<file path="src/bls_pkg.sv">
// Shared types, constants and helpers for the bilinear RGB565 scaler.
// No dependencies; the top level, bls_div and bls_blend import this package.
package bls_pkg;

  localparam int COORD_W = 9;
  localparam int SCALE_W = 9;
  localparam int PIX_W   = 16;
  localparam int LIM_W   = 18;
  localparam int PCT_W   = 7;

  localparam logic [SCALE_W-1:0] SCALE_MIN   = 9'd25;
  localparam logic [SCALE_W-1:0] SCALE_MAX   = 9'd400;
  localparam logic [SCALE_W-1:0] SCALE_RESET = 9'd100;
  localparam logic [PCT_W-1:0]   PERCENT     = 7'd100;

  typedef enum logic {
    FUNC_LOAD   = 1'b0,
    FUNC_SAMPLE = 1'b1
  } func_t;

  typedef struct packed {
    logic                 vld;
    logic                 is_load;
    logic                 inr;
    logic [PIX_W-1:0]     pix;
    logic [COORD_W-1:0]   row;
    logic [COORD_W-1:0]   col;
  } pl_t;

  function automatic logic [SCALE_W-1:0] eff_scale(input logic [SCALE_W-1:0] s);
    logic [SCALE_W-1:0] r;
    r = s;
    if (r < SCALE_MIN) r = SCALE_MIN;
    if (r > SCALE_MAX) r = SCALE_MAX;
    return r;
  endfunction

  // One restoring division step: returns {quotient bit, new remainder}.
  function automatic logic [SCALE_W:0] div_step(input logic [SCALE_W-1:0] rem,
                                                input logic nbit,
                                                input logic [SCALE_W-1:0] s);
    logic [SCALE_W:0] t;
    logic [SCALE_W:0] d;
    t = {rem, nbit};
    d = t - {1'b0, s};
    if (t >= {1'b0, s}) return {1'b1, d[SCALE_W-1:0]};
    else return {1'b0, t[SCALE_W-1:0]};
  endfunction

endpackage

</file>
<file path="src/bls_blend.sv">
// Bilinear blend of four RGB565 neighbours: weights, products, then sum.
// Depends on bls_pkg; two register stages, combinational packed result.
module bls_blend #(
  parameter int FRAC_BITS = 8
) (
  input  logic                        clk,
  input  logic                        en,
  input  logic [bls_pkg::PIX_W-1:0]   p00,
  input  logic [bls_pkg::PIX_W-1:0]   p01,
  input  logic [bls_pkg::PIX_W-1:0]   p10,
  input  logic [bls_pkg::PIX_W-1:0]   p11,
  input  logic [FRAC_BITS-1:0]        a,
  input  logic [FRAC_BITS-1:0]        b,
  output logic [bls_pkg::PIX_W-1:0]   pixel
);
  import bls_pkg::*;

  localparam int WW = 2 * FRAC_BITS + 1;
  localparam int PW = WW + 6;
  localparam int SW = PW + 2;
  localparam logic [FRAC_BITS:0] ONE = (FRAC_BITS+1)'(1) << FRAC_BITS;

  logic [WW-1:0]    w [0:3];
  logic [PIX_W-1:0] px [0:3];
  logic [PW-1:0]    pr [0:2][0:3];

  logic [FRAC_BITS:0] na, nb, ea, eb;
  logic [2*FRAC_BITS+1:0] m00, m01, m10, m11;

  assign ea = {1'b0, a};
  assign eb = {1'b0, b};
  assign na = ONE - ea;
  assign nb = ONE - eb;
  assign m00 = na * nb;
  assign m01 = na * eb;
  assign m10 = ea * nb;
  assign m11 = ea * eb;

  always_ff @(posedge clk) begin
    if (en) begin
      w[0]  <= m00[WW-1:0];
      w[1]  <= m01[WW-1:0];
      w[2]  <= m10[WW-1:0];
      w[3]  <= m11[WW-1:0];
      px[0] <= p00;
      px[1] <= p01;
      px[2] <= p10;
      px[3] <= p11;
    end
  end

  for (genvar n = 0; n < 4; n++) begin : g_prod
    always_ff @(posedge clk) begin
      if (en) begin
        pr[0][n] <= PW'(w[n]) * PW'(px[n][15:11]);
        pr[1][n] <= PW'(w[n]) * PW'(px[n][10:5]);
        pr[2][n] <= PW'(w[n]) * PW'(px[n][4:0]);
      end
    end
  end

  logic [SW-1:0] sum [0:2];

  for (genvar c = 0; c < 3; c++) begin : g_sum
    assign sum[c] = SW'(pr[c][0]) + SW'(pr[c][1]) + SW'(pr[c][2]) + SW'(pr[c][3]);
  end

  assign pixel = {sum[0][2*FRAC_BITS +: 5], sum[1][2*FRAC_BITS +: 6],
                  sum[2][2*FRAC_BITS +: 5]};

endmodule

</file>
<file path="config.mk">
export PLATFORM = sky130hd
export DESIGN_NAME = bls_blend
export DESIGN_NICKNAME = d
export VERILOG_FILES = /design/src/bls_pkg.sv /design/src/bls_blend.sv
export SDC_FILE = /design/constraint.sdc
export NUM_CORES = 2
export LEC_CHECK = 0
export ABC_AREA = 1
export BUFFER_PORTS_ARGS = -buffer_cell sky130_fd_sc_hd__buf_2
export CAP_MARGIN = 20
export CORE_ASPECT_RATIO = 1.5
export CORE_MARGIN = 3
export CORE_UTILIZATION = 60
export CTS_CLUSTER_SIZE = 10
export DETAILED_ROUTE_END_ITERATION = 10
export PLACE_DENSITY = 0.79
export SLEW_MARGIN = 20
export SYNTH_ARGS = -nofsm -noshare
export SYNTH_HDL_FRONTEND = slang
export SYNTH_SLANG_ARGS = --single-unit
</file>
<file path="constraint.sdc">
create_clock -name clk -period 4.5 [get_ports clk]
set_input_delay 0.225 -clock clk [delete_from_list [all_inputs] [get_ports clk]]
set_output_delay 0.225 -clock clk [all_outputs]
set_load 0.02 [all_outputs]
</file>
Word-level counts from Yosys, hierarchy flattened
Memories as Yosys holds them, arrays and structs flattened.
Index checks and enable logic that the tools add are counted.
{ "op_classes": {"n_addsub": 11, "n_mul": 16, "div_mod_pow": 0, "order_cmp": 0, "eq_ne": 0, "shifts": 0, "n_mux": 2, "n_bitwise": 0, "reduce_logical": 0} }
{ "op_table": {"columns": ["op", "count"], "rows": [
  ["$mul 17x5->22", 8],
  ["$add 21x21->21", 6],
  ["$mul 17x6->23", 4],
  ["$add 22x22->22", 3],
  ["$sub 9x8->9 const A", 2],
  ["$mul 8x9->17", 1],
  ["$mul 9x8->17", 1],
  ["$mul 9x9->17", 1],
  ["$mul 8x8->16", 1],
  ["$mux 1", 2]
]} }
{ "totals": {"reg_bits": 0, "latch_bits": 0, "ramBits": 408, "romBits": 0, "inputBits": 82, "out_inout_bits": 16, "word_cells": 32, "memories": 3} }
{ "mem_list": {"columns": ["memory", "depth", "word_bits", "rd", "rd_ports_with_merged_regs", "write_ports", "line_no", "source"], "rows": [
  ["pr", 3, 92, 3, 0, 3, "bls_blend.sv:25", "logic [PW-1:0] pr [0:2][0:3];"],
  ["w", 4, 17, 4, 0, 4, "bls_blend.sv:23", "logic [WW-1:0] w [0:3];"],
  ["px", 4, 16, 4, 0, 4, "bls_blend.sv:24", "logic [PIX_W-1:0] px [0:3];"]
]} }

Logic depth before layout (Yosys ltp)
An unclocked memory read counts as a cell.
{ "logic_depth": {"depth_word": 4, "mapped_depth": 25, "ltp_nobuf": 24} }

Worst setup path before layout
Ideal clock, no wire load.
{ "synth_timing": {"path_type": "input to register", "from": "in a[0]", "to": "mem w[0][14] (netlist bit) (data pin)", "setup_ns": 0.259, "arrival_ns": 4.441, "required_time_ns": 4.241, "setup_slack_ns": -0.200, "cell_stages": 23, "path_buffers": 1, "path_cell_list": "buf_6 -> clkinv_4 -> nand3_4 -> nor2_4 -> nand2_2 -> nor2_4 -> xor2_4 -> inv_2 -> nor2_1 -> inv_1 -> fa_1 -> inv_1 -> fa_1 -> inv_1 -> fa_1 -> fa_1 -> inv_1 -> ha_1 -> nand2_1 -> o21ai_0 -> a21oi_1 -> o211ai_1 -> nand2_1"} }
{ "synth_lines": {"columns": ["item", "line_no", "source"], "rows": [
  ["from (decl)", "bls_blend.sv:12", "input logic [FRAC_BITS-1:0] a,"],
  ["to (decl)", "bls_blend.sv:23", null]
]} }

==> impl_metrics.json <==
{
  "status": "finished clean",
  "synth_edf_count": 384,
  "path_cells": "buf_4 -> nand2_1 -> fa_1 -> fa_1 -> inv_1 -> fa_1 -> ha_1 -> nand2_1 -> a21oi_1 -> nor3_1 -> nor2_1 -> nor2_1 -> nand2_1 -> nand2_1 -> nand2_1",
  "wl_mm": 177,
  "die_w_um": 264,
  "wl_per_cell_um": 19.8,
  "final-hold-violation-count": 0,
  "clockBufferDepth": 3,
  "finClkSkew_ns": 0.0294,
  "cts_sinks": 384,
  "boundaryPins": 98,
  "tritoncts": "done",
  "yosysUniqueCellTypes": 44,
  "htreeDepth": 2,
  "worst_ep_required_time_ns": 4.85,
  "syn_nets": 8874,
  "rows": 141,
  "mostFrequentLayoutCell": "nand2_1",
  "layout.nets": 9147,
  "antenna_found_initial": 6,
  "ys.flop_type": "edfxtp_1",
  "numPortBuffers": 97,
  "ys_ff_latch": 384,
  "crit_path_frequent_cell": "nand2_1",
  "dieHeight_um": 393,
  "initial_utilization_pct": 60.6,
  "fmax_ghz": 0.233,
  "design.core.area_sq_um": 98600,
  "crit_buf_inv": 2,
  "report.final.setup_viol": 0,
  "drv_cap": 0,
  "crit_fanout": 11,
  "post-dp-hpwl_mm": 146,
  "setup.worst_path.end_class": "register",
  "syn_to_final_growth_pct": 10.0,
  "relSlewSlack_pct": 41.1,
  "root_buffer": "clkbuf_16",
  "insertion_delay_ns": 0.62,
  "critPathKind": "reg2reg",
  "synth_warnings": 0,
  "rrSetupSlack_ns": 0.20,
  "clk_pin_slew_ns": 0.07,
  "routabilityCongestion": 1.00,
  "ys_async_sr_fraction_pct": 0,
  "grt_max_degree": 91,
  "stdcell_area_sq_um": 65800,
  "grt_first_pass_wirelength_mm": 276,
  "drtPass1Iterations": 8,
  "ys_seq_area_share_pct": 19.3,
  "viasPerCell": 5.55,
  "die_area_sq_um": 104000,
  "cp-start-kind": "register",
  "slew_viol_final": 0,
  "slowest_delay_ns": 0.82,
  "layout_common_cells": "2149 x nand2_1, 1464 x inv_1, 873 x fa_1",
  "fin_crit_sh_pct": 95.5,
  "drc_errors": 0,
  "drive_gt1_share_pct": 7.33,
  "synthCells": 7364,
  "syn_area_sq_um": 59800,
  "placed_cell_area_sq_um": 63400,
  "ant_nets": 0,
  "vias": 49658,
  "hp-class": "in2reg",
  "cts_inserted_buffers": 48,
  "worstPathArrival_ns": 4.65,
  "grt_pass1_vias": 52560,
  "cp_top_family": "adder cells",
  "worst_pin_slew_ns": 0.884,
  "drtIter0Drc": 3084,
  "grt_overflow": 0,
  "period_needed_ns": 4.30,
  "grt_usage_pct": 34.6,
  "avgSynthCellArea_sq_um": 8.12,
  "crit_path_top_delay_cell": "edfxtp_1"
}
## stage by stage
stage               hold WS, ns  utilization, %  setup slack (ns)  setup TNS [ns]  std cells
finish                    0.148            66.7             0.202               0       8943
global route              0.167            66.7          -0.00213        -0.00409       8941
CTS                       0.113            66.3             0.172               0       8909
detailed placement        0.403            64.3            -0.366           -6.74       8778
global placement          0.402            64.3            -0.301           -4.72       8778
floorplan                 0.324               -           -0.0230         -0.0248       7364
## routing by layer
layer | global-route usage [%] | wire length (um)
met1 | 34.3 | 57300
met2 | 64.7 | 93000
met3 | 4.42 | 9620
met4 | 27.2 | 16700
met5 | 0 | 41
## final cells by class
class	instances	area, sq um
antenna	2	5.00
clock buffer	52	1220
clock inverter	15	116
fill	8238	32900
inverter	1475	5540
multi-input combinational	5211	41600
sequential	384	11500
tap	1287	1610
timing repair buffer	517	4150
## sequential cells by signal, indices dropped and copies added, names as in the netlist
name  cells
pr      256
px       64
w        64
## worst register-to-register path, stage by stage (launching register included)
cell,delay [ns]
edfxtp_1,0.82
buf_4,0.25
nand2_1,0.07
fa_1,0.45
fa_1,0.52
inv_1,0.06
fa_1,0.44
ha_1,0.38
nand2_1,0.18
a21oi_1,0.06
nor3_1,0.34
nor2_1,0.08
nor2_1,0.13
nand2_1,0.07
nand2_1,0.06
nand2_1,0.09
## cell families after synthesis
| group | synth area share [%] |
|---|---|
| simple gates | 20.3 |
| buf+inv | 11.2 |
| fa+ha+maj | 40.9 |
| compound gates | 4.87 |
| flops | 19.3 |
| xor+xnor | 3.47 |
## final timing paths
| kind | start | endpoint | cells after the start |
|---|---|---|---|
| setup / recovery | w[0][8] | pr[0][180] | 15 |
| hold / removal | a[0] | w[2][0] | 4 |
| setup reg to reg | w[0][8] | pr[0][180] | 15 |
| hold reg to reg | w[3][1] | pr[0][93] | 4 |
## cell usage after synthesis (2+ instances only)
library cell,n,area share (%)
nor2_1,411,2.6
xnor2_1,47,0.69
a21oi_1,290,2.4
nand4_1,41,0.43
o21bai_1,35,0.44
buf_2,7,0.059
nand3b_1,18,0.23
a31oi_1,9,0.094
fa_1,873,29
edfxtp_1,384,19
nand3_1,307,2.6
inv_1,1465,9.2
o211ai_1,18,0.23
nand2_1,2150,14
a21boi_0,11,0.14
nor3_1,43,0.36
buf_1,3,0.019
clkbuf_1,281,1.8
ha_1,555,12
clkinv_1,2,0.013
o21ai_0,106,0.89
or2_2,6,0.063
buf_6,3,0.057
and2_1,18,0.19
inv_2,6,0.038
nor2_2,22,0.23
nor2_4,2,0.038
xor2_1,185,2.7
and3_1,2,0.021
a21o_1,40,0.50
nor2b_1,2,0.021
o21a_1,10,0.13
## what timing repair did
item                                   in CTS  in global routing
gates resized for setup                     0                  3
hold buffers                               64                  0
setup endpoints to repair                   0                 18
setup buffers                               0                 32
endpoints found under the hold margin      64                  0
Power is not shown: default switching activity piles up to over one toggle a cycle in this logic, so the estimate is an artifact.
