## config.mk

```make
export PLATFORM = sky130hd
export DESIGN_NAME = bls_div
export DESIGN_NICKNAME = d
export VERILOG_FILES = /design/src/bls_pkg.sv /design/src/bls_div.sv
export SDC_FILE = /design/constraint.sdc
export NUM_CORES = 1
export LEC_CHECK = 0
export BUFFER_PORTS_ARGS = -buffer_cell sky130_fd_sc_hd__buf_4
export CAP_MARGIN = 10
export CORE_MARGIN = 2
export CORE_UTILIZATION = 60
export CTS_BUF_LIST = sky130_fd_sc_hd__clkbuf_16
export CTS_CLUSTER_DIAMETER = 200
export CTS_CLUSTER_SIZE = 40
export DETAILED_ROUTE_END_ITERATION = 16
export PLACE_DENSITY_LB_ADDON = 0.3
export SLEW_MARGIN = 20
export SYNTH_ARGS = -nofsm -noshare
export SYNTH_HDL_FRONTEND = slang
export SYNTH_SLANG_ARGS = --single-unit
```

## constraint.sdc

```tcl
create_clock -name clk -period 7.7 [get_ports clk]
set_input_delay 1.54 -clock clk [delete_from_list [all_inputs] [get_ports clk]]
set_output_delay 1.54 -clock clk [all_outputs]
set_load 0.03 [all_outputs]
```

## src/bls_pkg.sv

```systemverilog
// Shared types, constants and helpers for the bilinear RGB565 scaler.
// No dependencies; the top level, bls_div and bls_blend import this package.
package bls_pkg;

  localparam int COORD_W = 9;
  localparam int SCALE_W = 9;
  localparam int PIX_W   = 16;
  localparam int LIM_W   = 18;
  localparam int PCT_W   = 7;

  localparam logic [SCALE_W-1:0] SCALE_MIN   = 9'd25;
  localparam logic [SCALE_W-1:0] SCALE_MAX   = 9'd400;
  localparam logic [SCALE_W-1:0] SCALE_RESET = 9'd100;
  localparam logic [PCT_W-1:0]   PERCENT     = 7'd100;

  typedef enum logic {
    FUNC_LOAD   = 1'b0,
    FUNC_SAMPLE = 1'b1
  } func_t;

  typedef struct packed {
    logic                 vld;
    logic                 is_load;
    logic                 inr;
    logic [PIX_W-1:0]     pix;
    logic [COORD_W-1:0]   row;
    logic [COORD_W-1:0]   col;
  } pl_t;

  function automatic logic [SCALE_W-1:0] eff_scale(input logic [SCALE_W-1:0] s);
    logic [SCALE_W-1:0] r;
    r = s;
    if (r < SCALE_MIN) r = SCALE_MIN;
    if (r > SCALE_MAX) r = SCALE_MAX;
    return r;
  endfunction

  // One restoring division step: returns {quotient bit, new remainder}.
  function automatic logic [SCALE_W:0] div_step(input logic [SCALE_W-1:0] rem,
                                                input logic nbit,
                                                input logic [SCALE_W-1:0] s);
    logic [SCALE_W:0] t;
    logic [SCALE_W:0] d;
    t = {rem, nbit};
    d = t - {1'b0, s};
    if (t >= {1'b0, s}) return {1'b1, d[SCALE_W-1:0]};
    else return {1'b0, t[SCALE_W-1:0]};
  endfunction

endpackage

```

## src/bls_div.sv

```systemverilog
// Pipelined restoring divider, one quotient bit per stage.
// Depends on bls_pkg (div_step).
module bls_div #(
  parameter int NW = 24
) (
  input  logic                            clk,
  input  logic                            en,
  input  logic [bls_pkg::SCALE_W-1:0]     s,
  input  logic [NW-1:0]                   num,
  output logic [NW-1:0]                   quo
);
  import bls_pkg::*;

  logic [SCALE_W-1:0] rem [0:NW];
  logic [NW-1:0]      nq  [0:NW];

  always_ff @(posedge clk) begin
    if (en) begin
      rem[0] <= '0;
      nq[0]  <= num;
    end
  end

  for (genvar k = 0; k < NW; k++) begin : g_stage
    logic [SCALE_W:0] st;
    assign st = div_step(rem[k], nq[k][NW-1], s);
    always_ff @(posedge clk) begin
      if (en) begin
        rem[k+1] <= st[SCALE_W-1:0];
        nq[k+1]  <= {nq[k][NW-2:0], st[SCALE_W]};
      end
    end
  end

  assign quo = nq[NW];

endmodule

```

# ---- Word level (Yosys, flattened, before mapping)
# Memories as Yosys holds them, arrays and structs flattened.
# Index checks and enable logic that the tools add are counted.
dict set report classes {
  add_sub_neg 24
  magnitude_cmp 24
  muxes 26
}
# operator n
set ops {}
lappend ops {{10-bit by 9-bit >= comparator with 1-bit output} 24}
lappend ops {{10-bit 2-to-1 mux} 24}
lappend ops {{9-bit subtractor} 24}
lappend ops {{1-bit 2-to-1 mux} 2}
dict set report totals {
  reg_bits 0
  mem_bits_rw 825
  inputBits 35
  output_inout_bits 24
  word_cells 76
  memories 2
}
# memory depth word_bits read_ports rd_ports_with_merged_regs wr line_no
set memory_table {}
lappend memory_table {nq 25 24 25 0 25 bls_div.sv:15} ;# logic [NW-1:0] nq [0:NW];
lappend memory_table {rem 25 9 24 0 25 bls_div.sv:14} ;# logic [SCALE_W-1:0] rem [0:NW];

# ---- Longest topological paths before layout
# Gate-level depths: netlist (run 1).
dict set report logic_depth {
  word_depth 2
  mapped_depth 10
  depth_no_buf 10
}

# ---- Least setup slack after synthesis (run 1)
# OpenSTA, ideal clock, no wires.
dict set report synth_path {
  path_type {input-to-reg}
  start {input port s[1] in the netlist's numbering}
  end {memory rem[6][1], in the netlist rem[0][55] (data pin)}
  setup_ns 0.260
  arrival_ns 4.566
  required_time_ns 7.440
  slack_ns 2.874
  stages 7
  path_buffers 0
  path_cell_list {inv_1 fa_1 a21oi_1 o21ai_0 a21oi_1 o311ai_2 mux2_2}
}
# element line_no
set synth_lines {}
lappend synth_lines {{from (decl)} bls_div.sv:8} ;# input logic [bls_pkg::SCALE_W-1:0] s,
lappend synth_lines {{to (decl)} bls_div.sv:14}

==> results.tsv, run 1 <==
stage	metric	value	unit
logic_synthesis	Post-Syn Area	35400	µm²
worst_setup_path	delay-heaviest family, CP	compound AO/OA/AOI/OAI gates	
floorplanning	Initial Util	60.9	%
floorplanning	DIE WIDTH	247	µm
global_route	gr ovfl total	0	
drt	Detailed Route WL	56.0	mm
worst_setup_path	Crit path buffers/inverters	3	
worst_hold_path	HP Class	flop to flop	
clocking	clock sink count	807	
drt	WL/cell	18.1	µm
sta	Setup TNS	0	ns
logic_synthesis	Primary FF master, synth	edfxtp_1	
final_layout	layout cell share with drive strength beyond 1	11.0	%
drt	average vias per placed instance	5.96	
clocking	worst skew pair latency	0.61	ns
sta	max-slew violations	0	
logic_synthesis	most area-hungry cell type in the Yosys netlist	edfxtp_1	
global_route	initial antenna violation count	0	
global_route	global-route wire length before repair	90.8	mm
placed_design	port bufs	58	
placed_design	RePlAce Congestion	0.887	
logic_synthesis	syn nets	2509	
worst_setup_path	crit-path max FO	31	
floorplanning	row count	88	
sta	fmax	232	MHz
sta	fin crit period	4.30	ns
sta	clock skew	0.0503	ns
clocking	CTS Hold Buffers Added	0	
clocking	post-CTS setup buffer count	0	
floorplanning	DIE AREA	60900	µm²
logic_synthesis	compound-gate portion of the synthesized area	8.13	%
logic_synthesis	EDFF count, synth	807	
placed_design	hpwl dp	36.0	mm
global_route	GRT Total Usage	18.5	%
sta	measured slew at the worst slew-check pin	1.07	ns
final_layout	Layout area overhead	6.04	%
sta	Final setup viols	0	
clocking	Worst-path clk slew	0.13	ns
drt	DRT iter0 DRCs	1512	
clocking	clk buf depth	3	
power_and_ir_drop	PD cells	330	nW/µm²
floorplanning	die height	247	µm
clocking	CTS tree	done	
final_layout	# nets final	2591	
logic_synthesis	XOR/XNOR Fraction of Synth Area	2.72	%
sta	setup slack after layout	3.40	ns
drt	DR vias	18406	
logic_synthesis	Area contributors post-synth	edfxtp_1 69%, ha_1 7.4%, mux2_2 4.0%	
logic_synthesis	register area share after synthesis	68.5	%
drt	DRC	0	
worst_setup_path	crit path capture type	flop	
logic_synthesis	Mapped Avg Cell Area	15.8	µm²
logic_synthesis	top cells by instance count after synthesis	807 x edfxtp_1, 209 x ha_1, 126 x mux2_2, 125 x a21oi_1, 100 x inv_1	
logic_synthesis	most common cell in the netlist	edfxtp_1	
power_and_ir_drop	total power	12.4	mW
clocking	cell at the root of the clock tree	clkbuf_16	
final_layout	Fillers	4047	
worst_setup_path	crit start category	primary input	
logic_synthesis	total number of yosys warnings	0	
floorplanning	total core area	58000	µm²
clocking	Post-CTS Resized	0	
worst_setup_path	Required @ worst endpoint	8.08	ns
power_and_ir_drop	Worst VDD drop	0.203	mV
logic_synthesis	post-synth cell types	69	
logic_synthesis	async set-reset flop share out of synthesis	0	%
logic_synthesis	Synth top area share	68.5	%
flow_run	Max-Cap Viols	0	
clocking	H-tree Lvls	1	
sta	relative slew slack	28.4	%
worst_setup_path	R2R setup slack	4.45	ns
sta	RSZ-0062 raised after global routing	false	
worst_setup_path	Critical Path Max Stage Delay	0.64	ns
global_route	largest net degree at the start of global routing	203	
outcome	run status	completed	
logic_synthesis	Synth Area in Simple Gates	5.86	%
sta	Final period util	55.9	%
placed_design	worst slack, placed	2.75	ns
global_route	vias in the first global route	18073	
drt	First-pass DRT Iterations	5	
sta	Hold Fails Final Rpt	0	
clocking	Inserted Clock Buffers	24	
worst_setup_path	worst path cell trace	buf_4 -> inv_2 -> buf_4 -> fa_1 -> a21o_1 -> a221oi_1 -> a21o_1 -> and2_1 -> mux2_2	
drt	antenna-violating nets left	0	
logic_synthesis	adder and majority gate portion of the synthesized area	8.64	%
final_layout	Inserted Diodes	0	
logic_synthesis	largest family of logic cells by synthesized area	adder cells	
logic_synthesis	cells after synthesis	2243	
power_and_ir_drop	Lkg Pwr	13.7	nW
worst_setup_path	CP max-delay cell	a221oi_1	
logic_synthesis	Seq cells post-synth	807	
worst_setup_path	Crit Path Class	primary input to flop	
floorplanning	I/O Pins	59	
worst_setup_path	Worst Path Arrival	4.69	ns
logic_synthesis	mux contribution to synthesized area	4.86	%
-- registers in the layout (all words and copies together) (netlist names) --
signal / flops
rem: 207
nq: 600
-- cell type report --
cell class | instances | area (µm²) | area share, %
Timing Repair Buffer | 69 | 576 | 1.53
Tap cell | 765 | 957 | 2.55
Clock inverter | 1 | 30.0 | 0.0801
Inverter | 103 | 387 | 1.03
Multi-Input combinational cell | 1320 | 10700 | 28.5
Clock buffer | 25 | 626 | 1.67
Sequential cell | 807 | 24200 | 64.6
-- power by group --
group          leakage (nW)  total (mW)  internal, mW  switching [mW]
registers              7.88        6.27          5.89           0.378
logic                  5.46        4.37          2.07            2.31
clock network         0.319        1.74         0.598            1.15
-- routing by layer --
layer / wire length, µm / up-vias / track usage, %
met3: 2210 / 96 / 1.64
met1: 25500 / 9058 / 25.9
met2: 27000 / 393 / 31.5
met4: 1320 / 0 / 5.21
li1: - / 8859 / -
met5: 0 / - / 0
-- layout by cell type, fill, tap and decap left out, types with 6 or more instances in the layout --
cell type / Yosys / layout
nand2b_1: 16 / 16
ha_1: 209 / 209
and3_1: 17 / 17
clkbuf_16: 0 / 25
or3_1: 6 / 6
buf_4: 0 / 64
o21ai_0: 68 / 68
a22oi_1: 6 / 6
nor2b_1: 44 / 44
a221oi_2: 7 / 7
o211a_1: 8 / 8
o41ai_1: 6 / 6
nand4_1: 13 / 13
o31ai_1: 17 / 17
or2_2: 9 / 9
nand3b_1: 8 / 8
a221oi_1: 10 / 10
a21o_1: 60 / 60
edfxtp_1: 807 / 807
xnor2_1: 77 / 77
or4_1: 7 / 7
a21oi_1: 125 / 125
xor2_1: 33 / 33
a31oi_1: 14 / 14
nor2_1: 83 / 83
o211ai_1: 19 / 19
inv_1: 100 / 95
a21boi_0: 9 / 9
nand3_1: 69 / 69
mux2i_1: 30 / 30
fa_1: 22 / 22
o2111ai_1: 6 / 6
nand2_1: 60 / 60
mux2_2: 126 / 126
a211oi_1: 11 / 11
o21a_1: 19 / 19
nor3_1: 37 / 37
-- path summary, 6_finish.rpt --
check,from,to,cells past startpoint
setup reg to reg,nq[21][23],rem[2][59],9
hold / removal,nq[6][17],nq[7][18],0
hold reg to reg,nq[6][17],nq[7][18],0
setup / recovery,s[1],rem[2][59],9
-- kinds of logic (layout without fill, tap and decap cells) --
family                   after synthesis  after routing
multiplexers                         156            156
AND/OR/NAND/NOR                      398            398
flip-flops                           807            807
adder cells (fa/ha/maj)              231            231
AO/OA/AOI/OAI                        425            425
XOR/XNOR                             110            110
buffers and inverters                116            198
-- per-stage QoR --
stage | hold WS (ns) | cell area, µm² | instances | utilization (%)
finish | 0.386 | 37500 | 3090 | 64.6
global route | 0.392 | 37500 | 3090 | 64.6
CTS | 0.384 | 37500 | 3090 | 64.6
detailed placement | 0.405 | 36800 | 3064 | 63.5
global placement | 0.400 | 36800 | 3064 | 63.5
floorplan | 0.400 | 35400 | 2243 | -
(Power assumes the default switching activity.)
==> run 2: changes to the inputs <==
ABC_AREA = 1   (was default)
clock period = 4.4 ns   (was 7.7 ns; I/O delays follow)
==> results.tsv, run 2 <==
stage	metric	value	unit	change
worst_setup_path	crit-path max FO	21		was 31
sta	Final period util	62.9	%	
logic_synthesis	EDFF count, synth	807		unchanged
placed_design	port bufs	58		unchanged
logic_synthesis	XOR/XNOR Fraction of Synth Area	1.55	%	was 2.72%
worst_hold_path	Hold EP	nq[15][23]		was nq[7][18]
logic_synthesis	Mapped Avg Cell Area	11.0	µm²	was 15.8 µm²
placed_design	RePlAce Congestion	0.893		was 0.887
clocking	Post-CTS Resized	0		unchanged
clocking	worst skew pair latency	0.63	ns	was 0.61 ns
final_layout	max reg flops	600		unchanged
logic_synthesis	Synth top area share	63.2	%	was 68.5%
drt	antenna-violating nets left	0		unchanged
global_route	vias in the first global route	21950		was 18073
worst_setup_path	R2R setup slack	2.24	ns	was 4.45 ns
clocking	CTS Hold Buffers Added	0		unchanged
sta	Final setup viols	0		unchanged
final_layout	Final Core Density	64.5	%	was 64.6%
worst_setup_path	reg2reg end	rem[2][8]		was rem[2][59]
final_layout	final cell count without fillers	4414		was 3090
worst_setup_path	most used cell, CP	nand2_1		
final_layout	# nets final	3834		was 2591
logic_synthesis	Post-Syn Area	38300	µm²	was 35400 µm²
placed_design	hpwl dp	47.0	mm	was 36.0 mm
worst_setup_path	CP max-delay cell	inv_2		was a221oi_1
final_layout	largest register by flop count	nq		unchanged
outcome	run status	completed		unchanged
logic_synthesis	Seq cells post-synth	807		unchanged
sta	RSZ-0062 raised after global routing	false		unchanged
sta	fmax	361	MHz	
floorplanning	total core area	63100	µm²	was 58000 µm²
sta	measured slew at the worst slew-check pin	1.07	ns	about the same
power_and_ir_drop	total power	23.0	mW	was 12.4 mW
flow_run	Max-Cap Viols	0		unchanged
worst_setup_path	Critical Path Max Stage Delay	0.58	ns	was 0.64 ns
worst_setup_path	Required @ worst endpoint	4.78	ns	was 8.08 ns
worst_setup_path	Worst Path Arrival	3.15	ns	was 4.69 ns
clocking	clock sink count	807		unchanged
drt	DRC	0		unchanged
sta	Hold Fails Final Rpt	0		unchanged
final_layout	Reg area	24200	µm²	unchanged
worst_setup_path	R2R cell count	10		was 9
logic_synthesis	Area contributors post-synth	edfxtp_1 63%, nand2_1 11%, ha_1 6.8%		was edfxtp_1 69%, ha_1 7.4%, mux2_2 4.0%
logic_synthesis	cells after synthesis	3481		was 2243
final_layout	commonest non-fill, non-tap cells in the layout	1123 x nand2_1, 807 x edfxtp_1, 436 x inv_1, 385 x nand3_1, 209 x ha_1		was 807 x edfxtp_1, 209 x ha_1, 126 x mux2_2, 125 x a21oi_1, 95 x inv_1
clocking	H-tree Lvls	1		unchanged
placed_design	# placed instances	4388		was 3064
logic_synthesis	compound-gate portion of the synthesized area	1.45	%	was 8.13%
worst_setup_path	Crit Path Class	primary input to flop		unchanged
floorplanning	I/O Pins	59		unchanged
floorplanning	DIE WIDTH	257	µm	was 247 µm
logic_synthesis	Primary FF master, synth	edfxtp_1		unchanged
global_route	gr ovfl total	0		unchanged
sta	clock skew	0.0552	ns	was 0.0503 ns
global_route	largest net degree at the start of global routing	112		was 203
logic_synthesis	register area share after synthesis	63.2	%	was 68.5%
final_layout	biggest regs	nq (600), rem (207)		unchanged
clocking	post-CTS setup buffer count	0		unchanged
sta	max-slew violations	0		unchanged
drt	Detailed Route WL	67.3	mm	was 56.0 mm
logic_synthesis	largest family of logic cells by synthesized area	simple AND/OR/NAND/NOR gates		was adder cells
power_and_ir_drop	PD cells	565	nW/µm²	was 330 nW/µm²
logic_synthesis	total number of yosys warnings	0		unchanged
worst_setup_path	crit start category	primary input		unchanged
worst_hold_path	hold path depth	0		unchanged
sta	Setup TNS	0	ns	unchanged
clocking	CTS tree	done		unchanged
final_layout	final instance area	40700	µm²	was 37500 µm²
global_route	initial antenna violation count	0		unchanged
placed_design	placed instance area	40000	µm²	was 36800 µm²
final_layout	Layout area overhead	6.07	%	was 6.04%
logic_synthesis	most area-hungry cell type in the Yosys netlist	edfxtp_1		unchanged
drt	DRT iter0 DRCs	1689		was 1512
drt	WL/cell	15.2	µm	was 18.1 µm
clocking	clk buf depth	3		unchanged
final_layout	Inserted Diodes	0		unchanged
clocking	cell at the root of the clock tree	clkbuf_16		unchanged
final_layout	most common cell after layout, fill and taps aside	nand2_1		was edfxtp_1
worst_setup_path	FF-to-FF Start	nq[15][23]		was nq[21][23]
final_layout	Multi-input gate area	12200	µm²	was 10700 µm²
clocking	Worst-path clk slew	0.14	ns	was 0.13 ns
worst_hold_path	HP Class	flop to flop		unchanged
floorplanning	DIE AREA	65900	µm²	was 60900 µm²
drt	First-pass DRT Iterations	6		was 5
logic_synthesis	adder and majority gate portion of the synthesized area	7.97	%	was 8.64%
logic_synthesis	Synth Area in Simple Gates	20.9	%	was 5.86%
drt	DR vias	23371		was 18406
worst_hold_path	min-delay src	nq[14][22]		was nq[6][17]
logic_synthesis	syn nets	3747		was 2509
final_layout	Fillers	4992		was 4047
worst_setup_path	crit path capture type	flop		unchanged
logic_synthesis	most common cell in the netlist	nand2_1		was edfxtp_1
power_and_ir_drop	Lkg Pwr	18.0	nW	was 13.7 nW
sta	fin crit period	2.77	ns	
final_layout	layout cell share with drive strength beyond 1	7.15	%	was 11.0%
power_and_ir_drop	Worst VDD drop	0.350	mV	was 0.203 mV
clocking	Inserted Clock Buffers	24		unchanged
floorplanning	Initial Util	60.8	%	was 60.9%
logic_synthesis	mux contribution to synthesized area	0	%	was 4.86%
logic_synthesis	async set-reset flop share out of synthesis	0	%	unchanged
worst_setup_path	worst path cell trace	buf_4 -> inv_2 -> buf_4 -> ha_1 -> nand2_1 -> inv_1 -> a21oi_1 -> nand2_1 -> nand2_2 -> nand2_8 -> nand2_1 -> nand2_1		was buf_4 -> inv_2 -> buf_4 -> fa_1 -> a21o_1 -> a221oi_1 -> a21o_1 -> and2_1 -> mux2_2
global_route	global-route wire length before repair	109	mm	was 90.8 mm
floorplanning	row count	92		was 88
logic_synthesis	post-synth cell types	27		was 69
sta	relative slew slack	28.2	%	was 28.4%
global_route	GRT Total Usage	20.4	%	was 18.5%
logic_synthesis	top cells by instance count after synthesis	1123 x nand2_1, 807 x edfxtp_1, 444 x inv_1, 385 x nand3_1, 209 x ha_1		was 807 x edfxtp_1, 209 x ha_1, 126 x mux2_2, 125 x a21oi_1, 100 x inv_1
drt	average vias per placed instance	5.29		was 5.96
floorplanning	die height	257	µm	was 247 µm
==> run 2: cell count changes in the layout (fill, tap and decap cells not counted), moves of 32 or more <==
cell     previous run  this run
nand4_1            13        45
o21ai_0            68         5
xor2_1             33        68
inv_1              95       436
nor2b_1            44         0
nand2_1            60      1123
nand2_2             0        51
nand3_1            69       385
a21o_1             60         0
mux2_2            126         0
xnor2_1            77         0
==> run 2: worst max-delay path: cells and delay by family <==
family / cells / cell delay [ns]
compound gates: 1 / 0.18
fa+ha+maj: 1 / 0.29
buf+inv: 4 / 1.07
simple gates: 6 / 0.71
==> run 2: cell type report <==
type / count / area share [%]
clock buffer: 25 / 1.54
multi-input combinational: 2197 / 30.0
clock inverter: 1 / 0.0738
inverter: 445 / 4.11
tap: 846 / 2.60
timing repair buffer: 93 / 2.07
sequential: 807 / 59.6
==> run 2: metal layers <==
layer	GRT usage (%)	wire length, µm	vias up
met5	0	0	-
met4	5.41	1600	0
met3	2.10	3250	103
met2	32.7	30800	528
met1	30.0	31600	10853
li1	-	-	11887
==> run 2: cell families after synthesis <==
family	Yosys count
buffers and inverters	477
and+or+nand+nor	1789
xor gates and xnor gates	68
adders and majority gates	231
DFF	807
AOI/OAI and AO/OA	109
==> run 2: metrics by stage <==
step	setup slack (ns)	hold WS, ns
finish	1.63	0.420
global route	1.47	0.386
CTS	1.66	0.392
detailed placement	0.982	0.405
global placement	1.03	0.400
floorplan	0.783	0.400
==> run 2: worst max-delay path by stage <==
stage	start	to	slack (ns)	depth (start not counted)
after floorplan	s[1]	rem[2][70]	0.78	8
after global placement	s[4]	rem[1][25]	1.03	12
after detailed placement	s[4]	rem[1][25]	0.98	12
after CTS	s[4]	rem[1][25]	1.66	12
after global routing	s[4]	rem[1][34]	1.47	12
final	s[4]	rem[1][24]	1.63	12
==> run 2: power breakdown <==
| group | switching [mW] | total [mW] | internal, mW |
|---|---|---|---|
| Combinational | 5.65 | 8.84 | 3.19 |
| Clock | 2.03 | 3.08 | 1.05 |
| Sequential | 0.757 | 11.1 | 10.3 |
| Total | 8.44 | 23.0 | 14.6 |
